File: config.mk
export PLATFORM = sky130hd
export DESIGN_NAME = video_sync_line_capture
export DESIGN_NICKNAME = d
export VERILOG_FILES = /design/src/vslc_pkg.sv /design/src/video_sync_line_capture.sv
export SDC_FILE = /design/constraint.sdc
export NUM_CORES = 1
export LEC_CHECK = 0
export BUFFER_PORTS_ARGS = -buffer_cell sky130_fd_sc_hd__buf_2
export CORE_MARGIN = 3
export CORE_UTILIZATION = 50
export DETAILED_ROUTE_END_ITERATION = 6
export GPL_TIMING_DRIVEN = 0
export PLACE_DENSITY = 0.7
export SLEW_MARGIN = 20
export SYNTH_ARGS = -nofsm -noshare
export SYNTH_HDL_FRONTEND = slang
export SYNTH_SLANG_ARGS = --single-unit
File: constraint.sdc
create_clock -name i_clk -period 9.5 [get_ports i_clk]
set_input_delay 0.95 -clock i_clk [delete_from_list [all_inputs] [get_ports i_clk]]
set_output_delay 0.95 -clock i_clk [all_outputs]
set_load 0.02 [all_outputs]
File: src/vslc_pkg.sv
// Package for the video sync line capture block.
// Holds line geometry constants, phase codes, register indexes and the result type.
// No dependencies.
package vslc_pkg;

    // Visible window of one field
    localparam int VISIBLE_WIDTH  = 256;
    localparam int VISIBLE_HEIGHT = 240;

    // Line phase codes
    localparam logic [1:0] PH_IDLE   = 2'd0;
    localparam logic [1:0] PH_SYNC   = 2'd1;
    localparam logic [1:0] PH_PORCH  = 2'd2;
    localparam logic [1:0] PH_ACTIVE = 2'd3;

    // Configuration register indexes
    localparam logic [1:0] REG_SAMPLES_PER_PCLK  = 2'd0;
    localparam logic [1:0] REG_BACK_PORCH_PIXELS = 2'd1;
    localparam logic [1:0] REG_PIXELS_PER_SCAN   = 2'd2;
    localparam logic [1:0] REG_SCANS_PER_FIELD   = 2'd3;

    // Reset values of the configuration registers
    localparam logic [3:0] RST_SAMPLES_PER_PCLK  = 4'd1;
    localparam logic [7:0] RST_BACK_PORCH_PIXELS = 8'd40;
    localparam logic [8:0] RST_PIXELS_PER_SCAN   = 9'd341;
    localparam logic [8:0] RST_SCANS_PER_FIELD   = 9'd262;

    // Sampling pitch limits
    localparam logic [3:0] PITCH_MIN = 4'd1;
    localparam logic [3:0] PITCH_MAX = 4'd8;

    // One result item
    typedef struct packed {
        logic       pixel_valid;
        logic [7:0] row;
        logic [7:0] column;
        logic [8:0] pixel_value;
        logic       field_end;
    } t_result;

endpackage

File: src/video_sync_line_capture.sv
// Top level of the video sync line capture block.
// A result is registered and appears on the master side in the cycle after its sample is accepted.
// Throughput: one sample per cycle unless stalled; line state and counters are one registered pass.
// The output register is one deep: while a result waits untaken the input is held off.
// Reset (synchronous, active low): phase idle, all counters zero, output empty,
// configuration registers back to their defaults.
// Depends on vslc_pkg.
module video_sync_line_capture (
    input  logic        i_clk,
    input  logic        i_rst_n,
    // configuration write port
    input  logic        i_cfg_we,
    input  logic [1:0]  i_cfg_addr,
    input  logic [8:0]  i_cfg_wdata,
    // sample stream in
    input  logic        s_axis_tvalid,
    output logic        s_axis_tready,
    input  logic [15:0] s_axis_tdata,   // [8:0] raw_pixel, [15:9] zero
    input  logic        s_axis_tuser,   // [0] sync_level
    // pixel stream out
    output logic        m_axis_tvalid,
    input  logic        m_axis_tready,
    output logic [31:0] m_axis_tdata,   // [7:0] row, [15:8] column, [24:16] pixel_value, [31:25] zero
    output logic        m_axis_tuser,   // [0] pixel_valid
    output logic        m_axis_tlast    // field_end
);

    // Configuration registers
    logic [3:0] r_samples_per_pclk;
    logic [7:0] r_back_porch_pixels;
    logic [8:0] r_pixels_per_scan;
    logic [8:0] r_scans_per_field;

    // Line state
    logic [1:0] r_phase,        n_phase;
    logic [9:0] r_sample_count, n_sample_count;
    logic [2:0] r_timeout_sub,  n_timeout_sub;
    logic [2:0] r_pitch_count,  n_pitch_count;
    logic [8:0] r_pixel_count,  n_pixel_count;
    logic [8:0] r_row_count,    n_row_count;

    // Output register
    logic                 r_out_valid;
    vslc_pkg::t_result    r_out;
    vslc_pkg::t_result    n_out;
    logic                 n_out_valid;

    logic                 s_fire;
    logic [3:0]           spp;
    logic                 sync;

    // Accept a sample whenever the output register is free or being drained
    assign s_axis_tready = !r_out_valid || m_axis_tready;
    assign s_fire        = s_axis_tvalid && s_axis_tready;
    assign sync          = s_axis_tuser;

    // Clamp the sampling pitch into 1..8
    always_comb begin
        if (r_samples_per_pclk == 4'd0) begin
            spp = vslc_pkg::PITCH_MIN;
        end else if (r_samples_per_pclk > vslc_pkg::PITCH_MAX) begin
            spp = vslc_pkg::PITCH_MAX;
        end else begin
            spp = r_samples_per_pclk;
        end
    end

    // Write configuration registers
    always_ff @(posedge i_clk) begin
        if (!i_rst_n) begin
            r_samples_per_pclk  <= vslc_pkg::RST_SAMPLES_PER_PCLK;
            r_back_porch_pixels <= vslc_pkg::RST_BACK_PORCH_PIXELS;
            r_pixels_per_scan   <= vslc_pkg::RST_PIXELS_PER_SCAN;
            r_scans_per_field   <= vslc_pkg::RST_SCANS_PER_FIELD;
        end else if (i_cfg_we) begin
            case (i_cfg_addr)
                vslc_pkg::REG_SAMPLES_PER_PCLK:  r_samples_per_pclk  <= i_cfg_wdata[3:0];
                vslc_pkg::REG_BACK_PORCH_PIXELS: r_back_porch_pixels <= i_cfg_wdata[7:0];
                vslc_pkg::REG_PIXELS_PER_SCAN:   r_pixels_per_scan   <= i_cfg_wdata;
                vslc_pkg::REG_SCANS_PER_FIELD:   r_scans_per_field   <= i_cfg_wdata;
                default: ;
            endcase
        end
    end

    // Advance the line state for one sample and form its result
    always_comb begin
        logic [1:0] ph;
        logic [9:0] sc;
        logic [3:0] ts;
        logic [3:0] pc;
        logic [8:0] px;
        logic [8:0] rw;
        logic       go;
        logic       vis;
        logic       fend;
        logic       res;

        ph   = r_phase;
        sc   = r_sample_count;
        ts   = {1'b0, r_timeout_sub};
        pc   = {1'b0, r_pitch_count};
        px   = r_pixel_count;
        rw   = r_row_count;
        go   = s_fire;
        vis  = 1'b0;
        fend = 1'b0;
        res  = 1'b0;
        n_out = '0;

        // Start a line on sync high
        if (go && ph == vslc_pkg::PH_IDLE) begin
            if (!sync) begin
                go = 1'b0;
            end else begin
                ph = vslc_pkg::PH_SYNC;
                sc = '0;
                ts = '0;
            end
        end

        if (go) begin
            // Leave sync when it drops
            if (ph == vslc_pkg::PH_SYNC && !sync) begin
                ph = vslc_pkg::PH_PORCH;
                pc = '0;
                px = '0;
            end

            // Skip the back porch
            if (ph == vslc_pkg::PH_PORCH) begin
                if (px >= {1'b0, r_back_porch_pixels}) begin
                    ph = vslc_pkg::PH_ACTIVE;
                    px = '0;
                    pc = '0;
                end else begin
                    pc = pc + 4'd1;
                    if (pc >= spp) begin
                        pc = '0;
                        px = px + 9'd1;
                    end
                end
            end

            // Take one pixel each pitch
            if (ph == vslc_pkg::PH_ACTIVE) begin
                if (pc == 4'd0) begin
                    vis = rw < 9'(vslc_pkg::VISIBLE_HEIGHT);
                    n_out.row         = vis ? rw[7:0] : 8'd0;
                    n_out.column      = vis ? px[7:0] : 8'd0;
                    n_out.pixel_value = vis ? s_axis_tdata[8:0] : 9'd0;
                    px = px + 9'd1;
                    if (px >= 9'(vslc_pkg::VISIBLE_WIDTH)) begin
                        rw = rw + 9'd1;
                        if (rw >= r_scans_per_field) begin
                            rw   = '0;
                            fend = 1'b1;
                        end
                        ph = vslc_pkg::PH_IDLE;
                    end
                    res = vis || fend;
                end
                if (ph == vslc_pkg::PH_ACTIVE) begin
                    pc = pc + 4'd1;
                    if (pc >= spp) begin
                        pc = '0;
                    end
                end
            end

            // Abandon a line that runs past twice the scan length
            if (ph != vslc_pkg::PH_IDLE) begin
                ts = ts + 4'd1;
                if (ts >= spp) begin
                    ts = '0;
                    sc = sc + 10'd1;
                end
                if (sc >= {r_pixels_per_scan, 1'b0}) begin
                    ph = vslc_pkg::PH_IDLE;
                    sc = '0;
                    ts = '0;
                end
            end
        end

        n_out.pixel_valid = vis;
        n_out.field_end   = fend;
        n_out_valid       = s_fire && res;

        n_phase        = ph;
        n_sample_count = sc;
        n_timeout_sub  = ts[2:0];
        n_pitch_count  = pc[2:0];
        n_pixel_count  = px;
        n_row_count    = rw;
    end

    // Hold line state
    always_ff @(posedge i_clk) begin
        if (!i_rst_n) begin
            r_phase        <= vslc_pkg::PH_IDLE;
            r_sample_count <= '0;
            r_timeout_sub  <= '0;
            r_pitch_count  <= '0;
            r_pixel_count  <= '0;
            r_row_count    <= '0;
        end else begin
            r_phase        <= n_phase;
            r_sample_count <= n_sample_count;
            r_timeout_sub  <= n_timeout_sub;
            r_pitch_count  <= n_pitch_count;
            r_pixel_count  <= n_pixel_count;
            r_row_count    <= n_row_count;
        end
    end

    // Load the output register when it is free or draining
    always_ff @(posedge i_clk) begin
        if (!i_rst_n) begin
            r_out_valid <= 1'b0;
        end else if (s_axis_tready) begin
            r_out_valid <= n_out_valid;
        end
    end

    always_ff @(posedge i_clk) begin
        if (s_axis_tready && n_out_valid) begin
            r_out <= n_out;
        end
    end

    assign m_axis_tvalid = r_out_valid;
    assign m_axis_tdata  = {7'd0, r_out.pixel_value, r_out.column, r_out.row};
    assign m_axis_tuser  = r_out.pixel_valid;
    assign m_axis_tlast  = r_out.field_end;

endmodule

==> run_results.csv <==
group,metric,value,unit
status,outcome,"finished clean",
final_layout,layout_commonest_cell,"nand2_1",
routing,via_count,5303,
worst_setup_path,cp_max_fo,8,
routing,via_per_inst,5.87,
placed_design,globalplace.congestion,0.916,
clock_network,cts_tree,"yes",
global_routing,grtUsageTotal,0.233,
yosys,synth.distinct_cells,69,
power,p_per_area,135,mW/mm²
final_layout,final_nets,836,
routing,drt_iter0_markers,453,
clock_network,clock_latency,0.34,ns
worst_setup_path,critPathCaptureType,"flop",
placed_design,place_ws,2.64,ns
sta,tightest_slew,0.774,ns
clock_network,clk_pin_slew_worst_paths,0.07,ns
sta,finalSetupViolations,0,
global_routing,first_global_vias,4905,
worst_setup_path,path_class,"in2reg",
power,leakagePower,0.00288,µW
yosys,syn_area,0.00588,mm²
sta,finalMaxSlewViolations,0,
floorplan,initial_core_util,0.527,
floorplan,rows,38,
yosys,synth-edff-count,27,
yosys,syn_area_per_cell,8.55,µm²
sta,rsz0062_at_grt,"no",
final_layout,post-route-util,0.598,
yosys,yosys.area.top_type_share,0.228,
clock_network,htree_levels,3,
yosys,synthFlopType,"dfxtp_1",
final_layout,final_cell_mix,"89 x nand2_1, 67 x dfxtp_1, 59 x nor2_1",
yosys,ys_seq_elements,94,
placed_design,dp_hpwl,11700,µm
global_routing,grt-ovfl-total,0,
floorplan,die_w,114,µm
worst_setup_path,crit_chain,"buf_2, nand2b_1, and2_1, nand3_1, and2_1, ha_1, xnor2_1, ha_1, or2_2, a21oi_1, a21oi_1, nand4_1, or3_1, clkbuf_1, xnor2_1, ha_1, a2111oi_0, o21ai_0, a221o_1, nor3_1, a21boi_2, a32o_1",
routing,routed_wl,15100,µm
worst_setup_path,critical_path.max_stage_delay,0.55,ns
clock_network,holdBufCountCts,0,
routing,dr.pass1.iters,6,
floorplan,core_area,0.0112,mm²
sta,fin_ws,2.93,ns
final_layout,syn_to_final_growth,13.5,%
clock_network,cts.sinks,94,
global_routing,grt_max_degree,18,
clock_network,cts_inserted_buffers,9,
global_routing,grt_pass1_wl,24500,µm
yosys,synth_top_area_cell,"dfxtp_1",
sta,setup_tns,0,ns
sta,fin_worst_skew,0.00404,ns
worst_hold_path,hold_class,"reg2reg",
global_routing,antenna_found_initial,0,
routing,wl_per_cell,16.7,µm
floorplan,io-pin-count,69,
sta,hold_viol,0,
job,maxCapViolations,0,
power,ir_drop,0.117,mV
worst_setup_path,crit_top_cell,"ha_1",
clock_network,clk_path_buf_depth,2,
floorplan,die_h,114,µm
worst_setup_path,start_kind,"input pin",
sta,fin_crit,6.57,ns
yosys,async_reset_ff_frac,0,
routing,detail_route.drc_violations,0,
placed_design,io_buffers,53,
worst_setup_path,slowest_stage,"nor3_1",
sta,period_share,0.691,
sta,slew_headroom,0.479,
worst_setup_path,critPathRequiredTime,9.79,ns
clock_network,ctsResizeCount,0,
yosys,ys_warn_count,0,
clock_network,root_buffer,"clkbuf_16",
worst_setup_path,cp.buffers_inverters,2,
yosys,synthCells,688,
yosys,netlist_top_cells_area,"dfxtp_1 23%, edfxtp_1 14%, ha_1 9.4%",
worst_setup_path,path_delay_family,"compound AO/OA/AOI/OAI gates",
sta,hold_ws,0.459,ns
final_layout,layout-drive-gt1-share,0.134,
routing,postRouteAntennaNets,0,
floorplan,die-area,0.0131,mm²
worst_setup_path,critical_path_arrival,6.85,ns
yosys,yosysSeqAreaShare,0.366,
clock_network,post-cts-setup-buffers,0,
worst_setup_path,r2r_setup_slack,3.20,ns
final_layout,antenna_cells,0,
final_layout,fillers,950,
sta,max_freq,152,MHz
==> layer usage <==
layer | global-route usage | vias to the layer above | routed length [µm]
met3 | 0.0338 | 26 | 855
met1 | 0.313 | 2502 | 6940
met2 | 0.391 | 187 | 7070
met5 | 0 | - | 0
li1 | - | 2588 | -
met4 | 0.0610 | 0 | 263
==> final timing paths <==
| kind | start | endpoint | depth (start not counted) |
|---|---|---|---|
| hold reg to reg | r_pixels_per_scan[3] | r_pixels_per_scan[3] | 2 |
| setup reg to reg | r_phase[0] | r_sample_count[0] | 21 |
| setup / recovery | m_axis_tready | r_sample_count[0] | 22 |
| hold / removal | r_pixels_per_scan[3] | r_pixels_per_scan[3] | 2 |
==> registers in the layout (all words and copies together) (netlist names) <==
name,count
r_samples_per_pclk,4
r_phase,2
r_back_porch_pixels,8
r_pixel_count,9
r_scans_per_field,9
r_pixels_per_scan,9
m_axis_tvalid,1
r_sample_count,10
m_axis_tlast,1
r_row_count,9
r_timeout_sub,3
m_axis_tdata,25
m_axis_tuser,1
r_pitch_count,3
==> synthesized netlist by cell type, drive strengths merged, types with 6 or more instances <==
cell     n
nand2   90
dfxtp   67
nor2    59
a21oi   47
ha      44
inv     40
and2    30
o21ai   30
edfxtp  27
xnor2   24
clkbuf  18
nand3   18
buf     15
nor3    14
a32o    13
mux2i   13
o211ai  13
nand4   11
a21o     9
and3     9
nor2b    7
or3      7
xor2     7
a211oi   6
nand2b   6
==> where the power goes <==
part / internal, µW / switching [µW] / leakage [µW] / total [µW]
combinational: 37.3 / 66.0 / 0.00188 / 103
clock: 210 / 164 / 0.000151 / 374
sequential: 417 / 5.25 / 0.000849 / 423
total: 665 / 236 / 0.00288 / 900
==> through the flow <==
stage | cells | power (µW) | instance area [µm²]
finish | 904 | 900 | 6680
global route | 904 | 938 | 6680
CTS | 904 | 906 | 6680
detailed placement | 888 | 533 | 6370
global placement | 887 | 529 | 6350
floorplan | 694 | 502 | 5910
==> worst register-to-register path, delay by kind of cell, from the launching register on <==
| family | cells | cell delay (ns) |
|---|---|---|
| compound gates | 7 | 2.36 |
| simple gates | 7 | 2.16 |
| fa+ha+maj | 3 | 0.77 |
| xor+xnor | 2 | 0.34 |
| buf+inv | 2 | 0.33 |
| flops | 1 | 0.30 |
==> kinds of logic (layout without fill, tap and decap cells) <==
kind of cell	after synthesis	in the layout	synth area share
compound gates	161	161	0.189
xor+xnor	31	31	0.0461
fa+ha+maj	44	44	0.0936
buf+inv	74	144	0.0568
flops	94	94	0.366
mux	13	13	0.0221
other cells	1	7	0.000637
simple gates	270	270	0.226
==> cell type report <==
| cell class | count | area, µm² | share of cell area |
|---|---|---|---|
| clock buffers | 10 | 229 | 0.0343 |
| repair buffers | 54 | 280 | 0.0419 |
| clock inverters | 6 | 78.8 | 0.0118 |
| multi-input cells | 526 | 3430 | 0.514 |
| well taps | 140 | 175 | 0.0262 |
| inverters | 41 | 154 | 0.0230 |
| flip-flops and latches | 94 | 2150 | 0.322 |
| plain buffers | 33 | 180 | 0.0270 |
Power figures use the tool's default switching activity.
